--- config.mk ---
export PLATFORM = sky130hd
export DESIGN_NAME = ibs_cell
export DESIGN_NICKNAME = d
export VERILOG_FILES = /design/src/rtl/ibs_pkg.sv /design/src/rtl/ibs_cell.sv
export SDC_FILE = /design/constraint.sdc
export NUM_CORES = 1
export LEC_CHECK = 0
export BUFFER_PORTS_ARGS = -buffer_cell sky130_fd_sc_hd__buf_2
export CORE_ASPECT_RATIO = 0.8
export CORE_MARGIN = 4
export CORE_UTILIZATION = 46
export CTS_CLUSTER_DIAMETER = 40
export DETAILED_ROUTE_END_ITERATION = 12
export GPL_TIMING_DRIVEN = 0
export MAX_ROUTING_LAYER = met4
export PLACE_DENSITY = 0.82
export SYNTH_ARGS = -nofsm -noshare
export SYNTH_HDL_FRONTEND = slang
export SYNTH_SLANG_ARGS = --single-unit
--- constraint.sdc ---
create_clock -name clk -period 5.65 [get_ports clk]
set_input_delay 1.4125 -clock clk [delete_from_list [all_inputs] [get_ports clk]]
set_output_delay 1.4125 -clock clk [all_outputs]
set_load 0.005 [all_outputs]
--- src/rtl/ibs_pkg.sv ---
// Shared types, constants and the key ordering function for the block sorter.
// Depends on nothing; imported by every module of the sorter.
`default_nettype none

package ibs_pkg;

    // capacity of the cell chain
    localparam int DEPTH = 64;
    localparam int KEY_W = 32;
    localparam int CNT_W = $clog2(DEPTH + 1);

    typedef logic signed [KEY_W-1:0] key_t;
    typedef logic [CNT_W-1:0]        cnt_t;

    typedef enum logic [0:0] {
        ST_LOAD,
        ST_DRAIN
    } state_t;

    typedef enum logic [1:0] {
        CMD_HOLD,
        CMD_INSERT,
        CMD_SHIFT
    } cell_cmd_t;

    // broadcast from the controller to every cell
    typedef struct packed {
        cell_cmd_t cmd;
        logic      descending;
        key_t      new_key;
    } cell_ctrl_t;

    // true when key a must come after key b in the chosen order
    function automatic logic goes_after(input key_t a, input key_t b, input logic descending);
        logic result;
        if (descending)
        begin
            result = (a < b);
        end
        else
        begin
            result = (a > b);
        end
        return result;
    endfunction

endpackage

`default_nettype wire

--- src/rtl/ibs_cell.sv ---
// One cell of the insertion chain: holds one key and its occupied bit.
// Depends on ibs_pkg.
`default_nettype none

module ibs_cell (
    input  wire logic              clk,
    input  wire logic              rst_n,
    input  wire ibs_pkg::cell_ctrl_t ctrl,
    input  wire ibs_pkg::key_t     prev_key,
    input  wire logic              prev_occ,
    input  wire logic              prev_disp,
    input  wire ibs_pkg::key_t     next_key,
    input  wire logic              next_occ,
    output ibs_pkg::key_t          key,
    output logic                   occ,
    output logic                   disp
);
    import ibs_pkg::*;

    key_t key_reg;
    key_t key_next;
    logic occ_reg;
    logic occ_next;

    // this cell's key must move down to make room for the new one
    assign disp = occ_reg && goes_after(key_reg, ctrl.new_key, ctrl.descending);

    // next contents
    always_comb
    begin
        key_next = key_reg;
        occ_next = occ_reg;
        unique case (ctrl.cmd)
            CMD_INSERT:
            begin
                if (disp)
                begin
                    key_next = prev_disp ? prev_key : ctrl.new_key;
                end
                else if (!occ_reg && prev_occ)
                begin
                    key_next = prev_disp ? prev_key : ctrl.new_key;
                    occ_next = 1'b1;
                end
            end
            CMD_SHIFT:
            begin
                key_next = next_key;
                occ_next = next_occ;
            end
            default:
            begin
                key_next = key_reg;
                occ_next = occ_reg;
            end
        endcase
    end

    always_ff @(posedge clk or negedge rst_n)
    begin
        if (!rst_n)
        begin
            occ_reg <= 1'b0;
        end
        else
        begin
            occ_reg <= occ_next;
        end
    end

    // payload, no reset
    always_ff @(posedge clk)
    begin
        key_reg <= key_next;
    end

    assign key = key_reg;
    assign occ = occ_reg;

endmodule

`default_nettype wire

==> qor.yml <==
power:
  p_leak_uw: 0.00179
  vdd_drop_max_mv: 0.123
  power_density_nw_per_um2: 202
global_routing:
  grt_pass1_wl_um: 11000
  grt_overflow: 0
  antenna_found_initial: 0
  first_global_vias: 2404
  gr-usage-all-layers_pct: 21.3
  grt_max_degree: 21
die:
  die_area_um2: 6820
  die_w_um: 91.3
  io_pins: 138
  die_height_um: 74.7
  rows: 23
  start_util_pct: 49.3
  core_um2: 5180
critical_path:
  endpoint_kind: "output pin"
  cp_data_required_time_ns: 4.24
  arrival_ns: 3.32
  critPathMaxFanout: 3
  crit_type: "in2out"
  critPathLaunchType: "primary input"
  ff2ff_path_depth: 8
synth:
  yosysSeqAreaShare_pct: 38.6
  async_reset_ff_share_pct: 3.03
  synth_top_cell_area_share_pct: 37.6
  synth_cells: 269
  ys_seq_elements: 33
  synthesis.area_um2: 2560
  synth-edff-count: 32
  synth_area_leaders: "edfxtp_1 38%, ha_1 17%, mux2i_1 13%, o21ai_0 7.0%, nand2_1 5.7%"
  syn-num-nets: 407
  synth-main-ff-cell: "edfxtp_1"
  synth_top_cell_by_area: "edfxtp_1"
  syn_area_per_cell_um2: 9.50
  yosysWarnings: 0
  synthDistinctLibCells: 32
route:
  drt-initial-drc-count: 106
  viasPerCell: 5.13
  routed-via-count: 2442
  firstDrtPassIters: 4
  wl_um: 7130
  drcViolationCount: 0
  wire_per_inst_um: 15.0
  detail-route-antenna-nets: 0
timing:
  drv_slew: 0
  slew_headroom_pct: 56.1
  timing_hold_violations_final: 0
  max_freq_mhz: 211
  finalHoldWorstSlack_ns: 0.669
  setup_violations: 0
  period_share_pct: 83.7
  period_needed_ns: 4.73
  finClkSkew_ns: 0.00266
  tightestPinTransition_ns: 0.659
  rsz0062_at_grt: "false"
layout:
  syn2layout_area_growth_pct: 34.6
  drive_above_1_share_pct: 35.7
  final_cell_mix: "139 x buf_2, 39 x nand2_1, 38 x inv_1"
  nFillCells: 437
  nNetsFinal: 551
  final_common_cell: "buf_2"
  multiInputGateArea_um2: 1400
  antenna-diode-count: 0
  seq_area_um2: 986
  fin_area_um2: 3440
  largest_reg_flops: 32
min_path:
  min_path_type: "reg2reg"
  whs_path_depth: 2
clock_tree:
  cts_tree: "done"
  ctsHoldBuffers: 0
  htreeDepth: 2
  cts-resized-gates: 0
  insertion_delay_ns: 0.28
  cts_buffers: 5
  clock_path_buffers: 2
  clkSinkCount: 33
  cts_root_buffer: "clkbuf_8"
  postCtsSetupBuffers: 0
  clk_pin_slew_ns: 0.07
placement:
  portBuffers: 136
  placed_area_um2: 3360
  routabilityCongestion: 0.778
  dp_hpwl_um: 5940
job:
  drv_cap: 0
run_status:
  outcome: "complete, no violations"
[routing by layer]
| layer | part of all wire, % | vias up | track usage [%] |
|---|---|---|---|
| met5 | 0 | - | - |
| met2 | 49 | 88 | 36.2 |
| li1 | - | 1253 | - |
| met1 | 44 | 1095 | 25.6 |
| met3 | 6.6 | 6 | 5.49 |
| met4 | 0.91 | 0 | 5.69 |
[metrics by stage]
stage	util (%)	setup slack (ns)	cells	setup TNS (ns)	total power, uW
after floorplan	-	0.643	269	0	426
after global placement	64.0	-0.424	467	-13.51	513
after detailed placement	64.9	0.956	468	0	529
after CTS	66.4	0.940	476	0	702
after global routing	66.4	0.749	476	0	739
final	66.4	0.919	476	0	695
[synthesized netlist by cell type, drive strengths merged (2+ instances only)]
library cell / n
nand2: 39
inv: 38
o21ai: 37
ha: 34
edfxtp: 32
mux2i: 32
a21oi: 12
clkbuf: 8
nand3: 5
nand4: 4
a21o: 3
and4: 3
buf: 3
a221oi: 2
nand3b: 2
[worst max-delay path, stage by stage]
cell and delay (ns):
buf_2 0.10, inv_1 0.04, ha_1 0.29, nand4_1 0.18, nor4_1 0.46, a21boi_0 0.25
o31a_1 0.20, a211o_1 0.18, nand2_1 0.08, buf_2 0.14
[power by group]
group / leakage [uW] / internal, uW / switching (uW) / total, uW
Sequential: 0.000320 / 302 / 14.5 / 316
Combinational: 0.00143 / 100 / 106 / 206
Clock: 0.0000395 / 87.5 / 84.7 / 172
Total: 0.00179 / 489 / 205 / 695
[layout make-up]
type / instances / area share [%]
plain buffers: 11 / 1.31
clock buffers: 8 / 2.33
inverters: 38 / 4.15
multi-input cells: 187 / 40.7
flip-flops and latches: 33 / 28.7
well taps: 62 / 2.25
repair buffers: 137 / 20.6
[path summary, 6_finish.rpt]
kind                            startpoint       to  slack [ns]
min in group asynchronous            rst_n      occ        0.88
worst min register to register         occ      occ        0.67
worst max-delay path              ctrl[15]     disp        0.92
worst max register to register      key[7]  key[15]        2.54
worst min-delay path                   occ      occ        0.67
max in group asynchronous            rst_n      occ        4.68
[cells by family after synthesis]
logic type / count (synthesis) / share of synthesized area, %
AOI/OAI and AO/OA: 64 / 14.6
adders and majority gates: 34 / 16.6
DFF: 33 / 38.6
and+or+nand+nor: 57 / 10.3
buffers and inverters: 49 / 7.34
muxes: 32 / 12.5
(Power assumes the default switching activity.)
