===== config.mk =====
export PLATFORM = sky130hd
export DESIGN_NAME = ibs_ctrl
export DESIGN_NICKNAME = d
export VERILOG_FILES = /design/src/rtl/ibs_pkg.sv /design/src/rtl/ibs_ctrl.sv
export SDC_FILE = /design/constraint.sdc
export NUM_CORES = 1
export LEC_CHECK = 0
export BUFFER_PORTS_ARGS = -buffer_cell sky130_fd_sc_hd__buf_2
export CELL_PAD_IN_SITES_DETAIL_PLACEMENT = 1
export CELL_PAD_IN_SITES_GLOBAL_PLACEMENT = 1
export CORE_ASPECT_RATIO = 1.25
export CORE_UTILIZATION = 31
export DETAILED_ROUTE_END_ITERATION = 8
export GPL_TIMING_DRIVEN = 0
export PLACE_DENSITY_LB_ADDON = 0.08
export SLEW_MARGIN = 5
export SYNTH_ARGS = -nofsm -noshare
export SYNTH_HDL_FRONTEND = slang
export SYNTH_SLANG_ARGS = --single-unit

===== constraint.sdc =====
create_clock -name clk -period 3.78 [get_ports clk]
set_input_delay 0.378 -clock clk [delete_from_list [all_inputs] [get_ports clk]]
set_output_delay 0.378 -clock clk [all_outputs]
set_load 0.05 [all_outputs]

===== src/rtl/ibs_pkg.sv =====
// Shared types, constants and the key ordering function for the block sorter.
// Depends on nothing; imported by every module of the sorter.
`default_nettype none

package ibs_pkg;

    // capacity of the cell chain
    localparam int DEPTH = 64;
    localparam int KEY_W = 32;
    localparam int CNT_W = $clog2(DEPTH + 1);

    typedef logic signed [KEY_W-1:0] key_t;
    typedef logic [CNT_W-1:0]        cnt_t;

    typedef enum logic [0:0] {
        ST_LOAD,
        ST_DRAIN
    } state_t;

    typedef enum logic [1:0] {
        CMD_HOLD,
        CMD_INSERT,
        CMD_SHIFT
    } cell_cmd_t;

    // broadcast from the controller to every cell
    typedef struct packed {
        cell_cmd_t cmd;
        logic      descending;
        key_t      new_key;
    } cell_ctrl_t;

    // true when key a must come after key b in the chosen order
    function automatic logic goes_after(input key_t a, input key_t b, input logic descending);
        logic result;
        if (descending)
        begin
            result = (a < b);
        end
        else
        begin
            result = (a > b);
        end
        return result;
    endfunction

endpackage

`default_nettype wire


===== src/rtl/ibs_ctrl.sv =====
// Controller of the sorter: load/drain sequencing, key count, drop flag,
// order register and the output register. Depends on ibs_pkg.
`default_nettype none

module ibs_ctrl (
    input  wire logic                clk,
    input  wire logic                rst_n,
    input  wire logic                in_valid,
    output logic                     in_ready,
    input  wire ibs_pkg::key_t       key_value,
    input  wire logic                is_last_in,
    input  wire logic                cfg_valid,
    output logic                     cfg_ready,
    input  wire logic                order_descending,
    input  wire ibs_pkg::key_t       head_key,
    output ibs_pkg::cell_ctrl_t      ctrl,
    output logic                     out_valid,
    input  wire logic                out_ready,
    output ibs_pkg::key_t            sorted_key,
    output logic                     is_last_out,
    output logic                     overflow_flag
);
    import ibs_pkg::*;

    state_t state_reg;
    state_t state_next;
    cnt_t   count_reg;
    cnt_t   count_next;
    logic   dropped_reg;
    logic   dropped_next;
    logic   desc_reg;
    logic   out_valid_reg;
    logic   out_valid_next;
    key_t   out_key_reg;
    logic   out_last_reg;
    logic   out_ovf_reg;
    logic   in_fire;
    logic   has_room;
    logic   advance;

    assign in_fire  = in_valid && in_ready;
    assign has_room = (count_reg < cnt_t'(DEPTH));
    // output register can take the head cell this cycle
    assign advance  = (state_reg == ST_DRAIN) && (!out_valid_reg || out_ready);

    // next state, count and flags
    always_comb
    begin
        state_next     = state_reg;
        count_next     = count_reg;
        dropped_next   = dropped_reg;
        out_valid_next = out_valid_reg;
        if (out_ready)
        begin
            out_valid_next = 1'b0;
        end
        unique case (state_reg)
            ST_LOAD:
            begin
                if (in_fire)
                begin
                    if (has_room)
                    begin
                        count_next = count_reg + cnt_t'(1);
                    end
                    else
                    begin
                        dropped_next = 1'b1;
                    end
                    if (is_last_in)
                    begin
                        state_next = ST_DRAIN;
                    end
                end
            end
            ST_DRAIN:
            begin
                if (advance)
                begin
                    out_valid_next = 1'b1;
                    count_next     = count_reg - cnt_t'(1);
                    if (count_reg == cnt_t'(1))
                    begin
                        state_next   = ST_LOAD;
                        dropped_next = 1'b0;
                    end
                end
            end
            default:
            begin
                state_next = ST_LOAD;
            end
        endcase
    end

    // handshake and cell command
    always_comb
    begin
        in_ready        = (state_reg == ST_LOAD);
        cfg_ready       = 1'b1;
        ctrl.new_key    = key_value;
        ctrl.descending = desc_reg;
        ctrl.cmd        = CMD_HOLD;
        if (in_fire && has_room)
        begin
            ctrl.cmd = CMD_INSERT;
        end
        else if (advance)
        begin
            ctrl.cmd = CMD_SHIFT;
        end
    end

    always_ff @(posedge clk or negedge rst_n)
    begin
        if (!rst_n)
        begin
            state_reg     <= ST_LOAD;
            count_reg     <= '0;
            dropped_reg   <= 1'b0;
            desc_reg      <= 1'b0;
            out_valid_reg <= 1'b0;
        end
        else
        begin
            state_reg     <= state_next;
            count_reg     <= count_next;
            dropped_reg   <= dropped_next;
            out_valid_reg <= out_valid_next;
            if (cfg_valid && cfg_ready)
            begin
                desc_reg <= order_descending;
            end
        end
    end

    // output payload
    always_ff @(posedge clk)
    begin
        if (advance)
        begin
            out_key_reg  <= head_key;
            out_last_reg <= (count_reg == cnt_t'(1));
            out_ovf_reg  <= dropped_reg;
        end
    end

    assign out_valid     = out_valid_reg;
    assign sorted_key    = out_key_reg;
    assign is_last_out   = out_last_reg;
    assign overflow_flag = out_ovf_reg;

endmodule

`default_nettype wire


==> metrics.txt <==
status=finished clean; input/output buffers=109; storage element area=1300 um^2; largest net degree at the start of global routing=37; Post-Synth Adder-Cell Area=0.0197; RSZ-0062 raised after global routing=false; slowest cell on the critical path=and2_2; FMAX=559 MHz; CTS tree=done; asr flop ratio synth=0.244; Nets=319; Final Slew Violations=0; clock latency on the worst-skew pair=0.29 ns; startpoint types=flip-flop; post-synthesis simple-gate area fraction=0.0656; Worst EP required=3.96 ns; main flop type after synthesis=edfxtp_1; synth unique cells=28; max reg flops=32; Placement Cell Area=2560 um^2; number of warnings issued by yosys=0; Vias per Instance=4.14; Routed Antenna Nets=0; number of diodes=0; Clk pin slew, worst setup/hold paths=0.08 ns; nature of the critical path endpoint=flip-flop; die height=89.7 um; worst hold path class=in2reg; DR pass1 iterations=4; setup TNS=0 ns; CP Cell Sequence=buf_4 -> and2_2 -> nand2_1 -> a32o_1; Avg Cell Area, Syn=14.9 um^2; Detail Placement HPWL=3440 um; FILL cells=668; main combinational cell family by area after synthesis=buffers and inverters; die area=6470 um^2; Synth Area in Compound Gates=0.0439; Final Non-Filler Cells=328; PD cells=573 nW/um^2; count leader, synth=buf_4; Crit path largest cell delay=0.68 ns; first-pass GRT wire length=6930 um; Clock Sink Count=45; Clock Tree Root=clkbuf_8; number of global-route vias before repair=1,396; Crit Path Category=reg2reg; Worst Path Max Fanout=36; flops & latches, synth=45; layout cells sized above 1=0.654; clk buf depth=2; core area=5860 um^2; remaining global-route overflow=0; post-layout minimum cycle time=1.79 ns; via count=1,357; initial core utilization=0.326; initial antenna violation count=0; mapped cell area=1910 um^2; Fin. Hold Viols=0; leak pwr=1.27 nW; First DRT Iteration DRCs=34; synth top area cells=edfxtp_1 (54%), dfrtp_1 (14%), buf_4 (14%), xor2_1 (2.8%), ha_1 (2.0%); EDFF count, synth=34; cts bufs inserted=5; Relative slew margins=0.472; Synth top area share=0.535; sequential-to-total area share from yosys stat=0.679; Final Core Density=0.457; Setup Skew=0.00205 ns; placed cells=319; Post-CTS Repair Setup Buffers=0; total power=0.00153 W; Gate Count Post-Synth=128; xor/xnor share of the synthesized area=0.0321; fin crit share=0.473; Setup-failing EPs final=0; Synth area leader=edfxtp_1; final instance area=2680 um^2; Final GP Congestion=0.701; # IOs=143; Area Growth Syn to Fin=40.2%; Die Wd=72.2 um; VDD IR max=0.232 mV; Worst Path Arrival=1.97 ns; DRT Wirelength=4280 um; syn nets=202; Max Cap Viol=0; Routed WL per cell=13.0 um; H-tree Lvls=2; mux contribution to synthesized area=0.0111; Post-synth top cells=buf_4 (35), edfxtp_1 (34), dfrtp_1 (11); DRC violations left=0; row count=31; Worst Tran Pin Value=0.792 ns; All-Layer GR Usage=0.138; Multi-input gate area=334 um^2
-- critical path: cells and delay by family (launching register included) --
family | cells | cell delay (ns)
AND/OR/NAND/NOR | 2 | 0.78
flip-flops | 1 | 0.45
AO/OA/AOI/OAI | 1 | 0.23
buffers and inverters | 1 | 0.22
-- kinds of logic (layout without fill, tap and decap cells) --
| logic type | after synthesis | in the layout |
|---|---|---|
| mux | 2 | 2 |
| buf+inv | 39 | 157 |
| flops | 45 | 45 |
| xor+xnor | 7 | 7 |
| other cells | 1 | 1 |
| simple gates | 20 | 20 |
| fa+ha+maj | 3 | 3 |
| compound gates | 11 | 11 |
-- cell type report --
| type | instances | share of cell area |
|---|---|---|
| clock inverters | 2 | 0.0131 |
| clock buffers | 6 | 0.0271 |
| well taps | 82 | 0.0384 |
| repair buffers | 110 | 0.208 |
| inverters | 3 | 0.00421 |
| plain buffers | 36 | 0.100 |
| multi-input cells | 44 | 0.125 |
| flip-flops and latches | 45 | 0.485 |
-- routing by layer --
metal | global-route usage | vias to the layer above | part of all wire
li1 | - | 647 | -
met1 | 0.148 | 647 | 0.36
met2 | 0.251 | 57 | 0.56
met3 | 0.0404 | 6 | 0.067
met4 | 0.0441 | 0 | 0.012
met5 | 0 | - | 0
-- per-stage QoR --
stage / hold slack, ns / setup WS (ns)
final: 0.260 / 1.99
after detailed placement: 0.280 / 1.94
after CTS: 0.248 / 1.93
after floorplan: 0.0824 / 1.66
after global routing: 0.240 / 1.85
after global placement: 0.276 / 1.41
-- what timing repair did --
item,in CTS,in global routing
endpoints found under the hold margin,11,0
hold buffers,1,0
resized for setup,0,0
-- power breakdown --
group	internal, W	total, W	switching [W]
Clock	0.000196	0.000352	0.000156
Combinational	0.000148	0.000487	0.000339
Sequential	0.000629	0.000694	0.0000652
-- path summary, 6_finish.rpt --
path / start / to / slack, ns / cells after the start
min: head_key[8] / sorted_key[8] / 0.26 / 1
max: state_reg / dropped_reg / 1.99 / 4
min reg2reg: dropped_reg / overflow_flag / 0.46 / 0
max reg2reg: state_reg / dropped_reg / 1.99 / 4
max in group asynchronous: rst_n / count_reg[6] / 3.09 / 2
min in group asynchronous: rst_n / count_reg[2] / 0.48 / 2
-- placed cells by master, fill, tap and decap left out, drive strengths merged --
cell / n
buf: 145
nand2: 4
nand4: 2
and2b: 1
a32o: 1
nand2b: 2
clkinv: 1
bufinv: 1
dfrtp: 11
clkbuf: 6
conb: 1
nor3: 2
edfxtp: 34
xor2: 6
mux2: 1
and2: 2
a22oi: 1
mux2i: 1
dlygate4sd3: 1
a21oi: 5
a211oi: 2
xnor2: 1
and4b: 1
nor3b: 2
ha: 3
inv: 3
a31oi: 2
nor2: 4
Power figures use the tool's default switching activity.
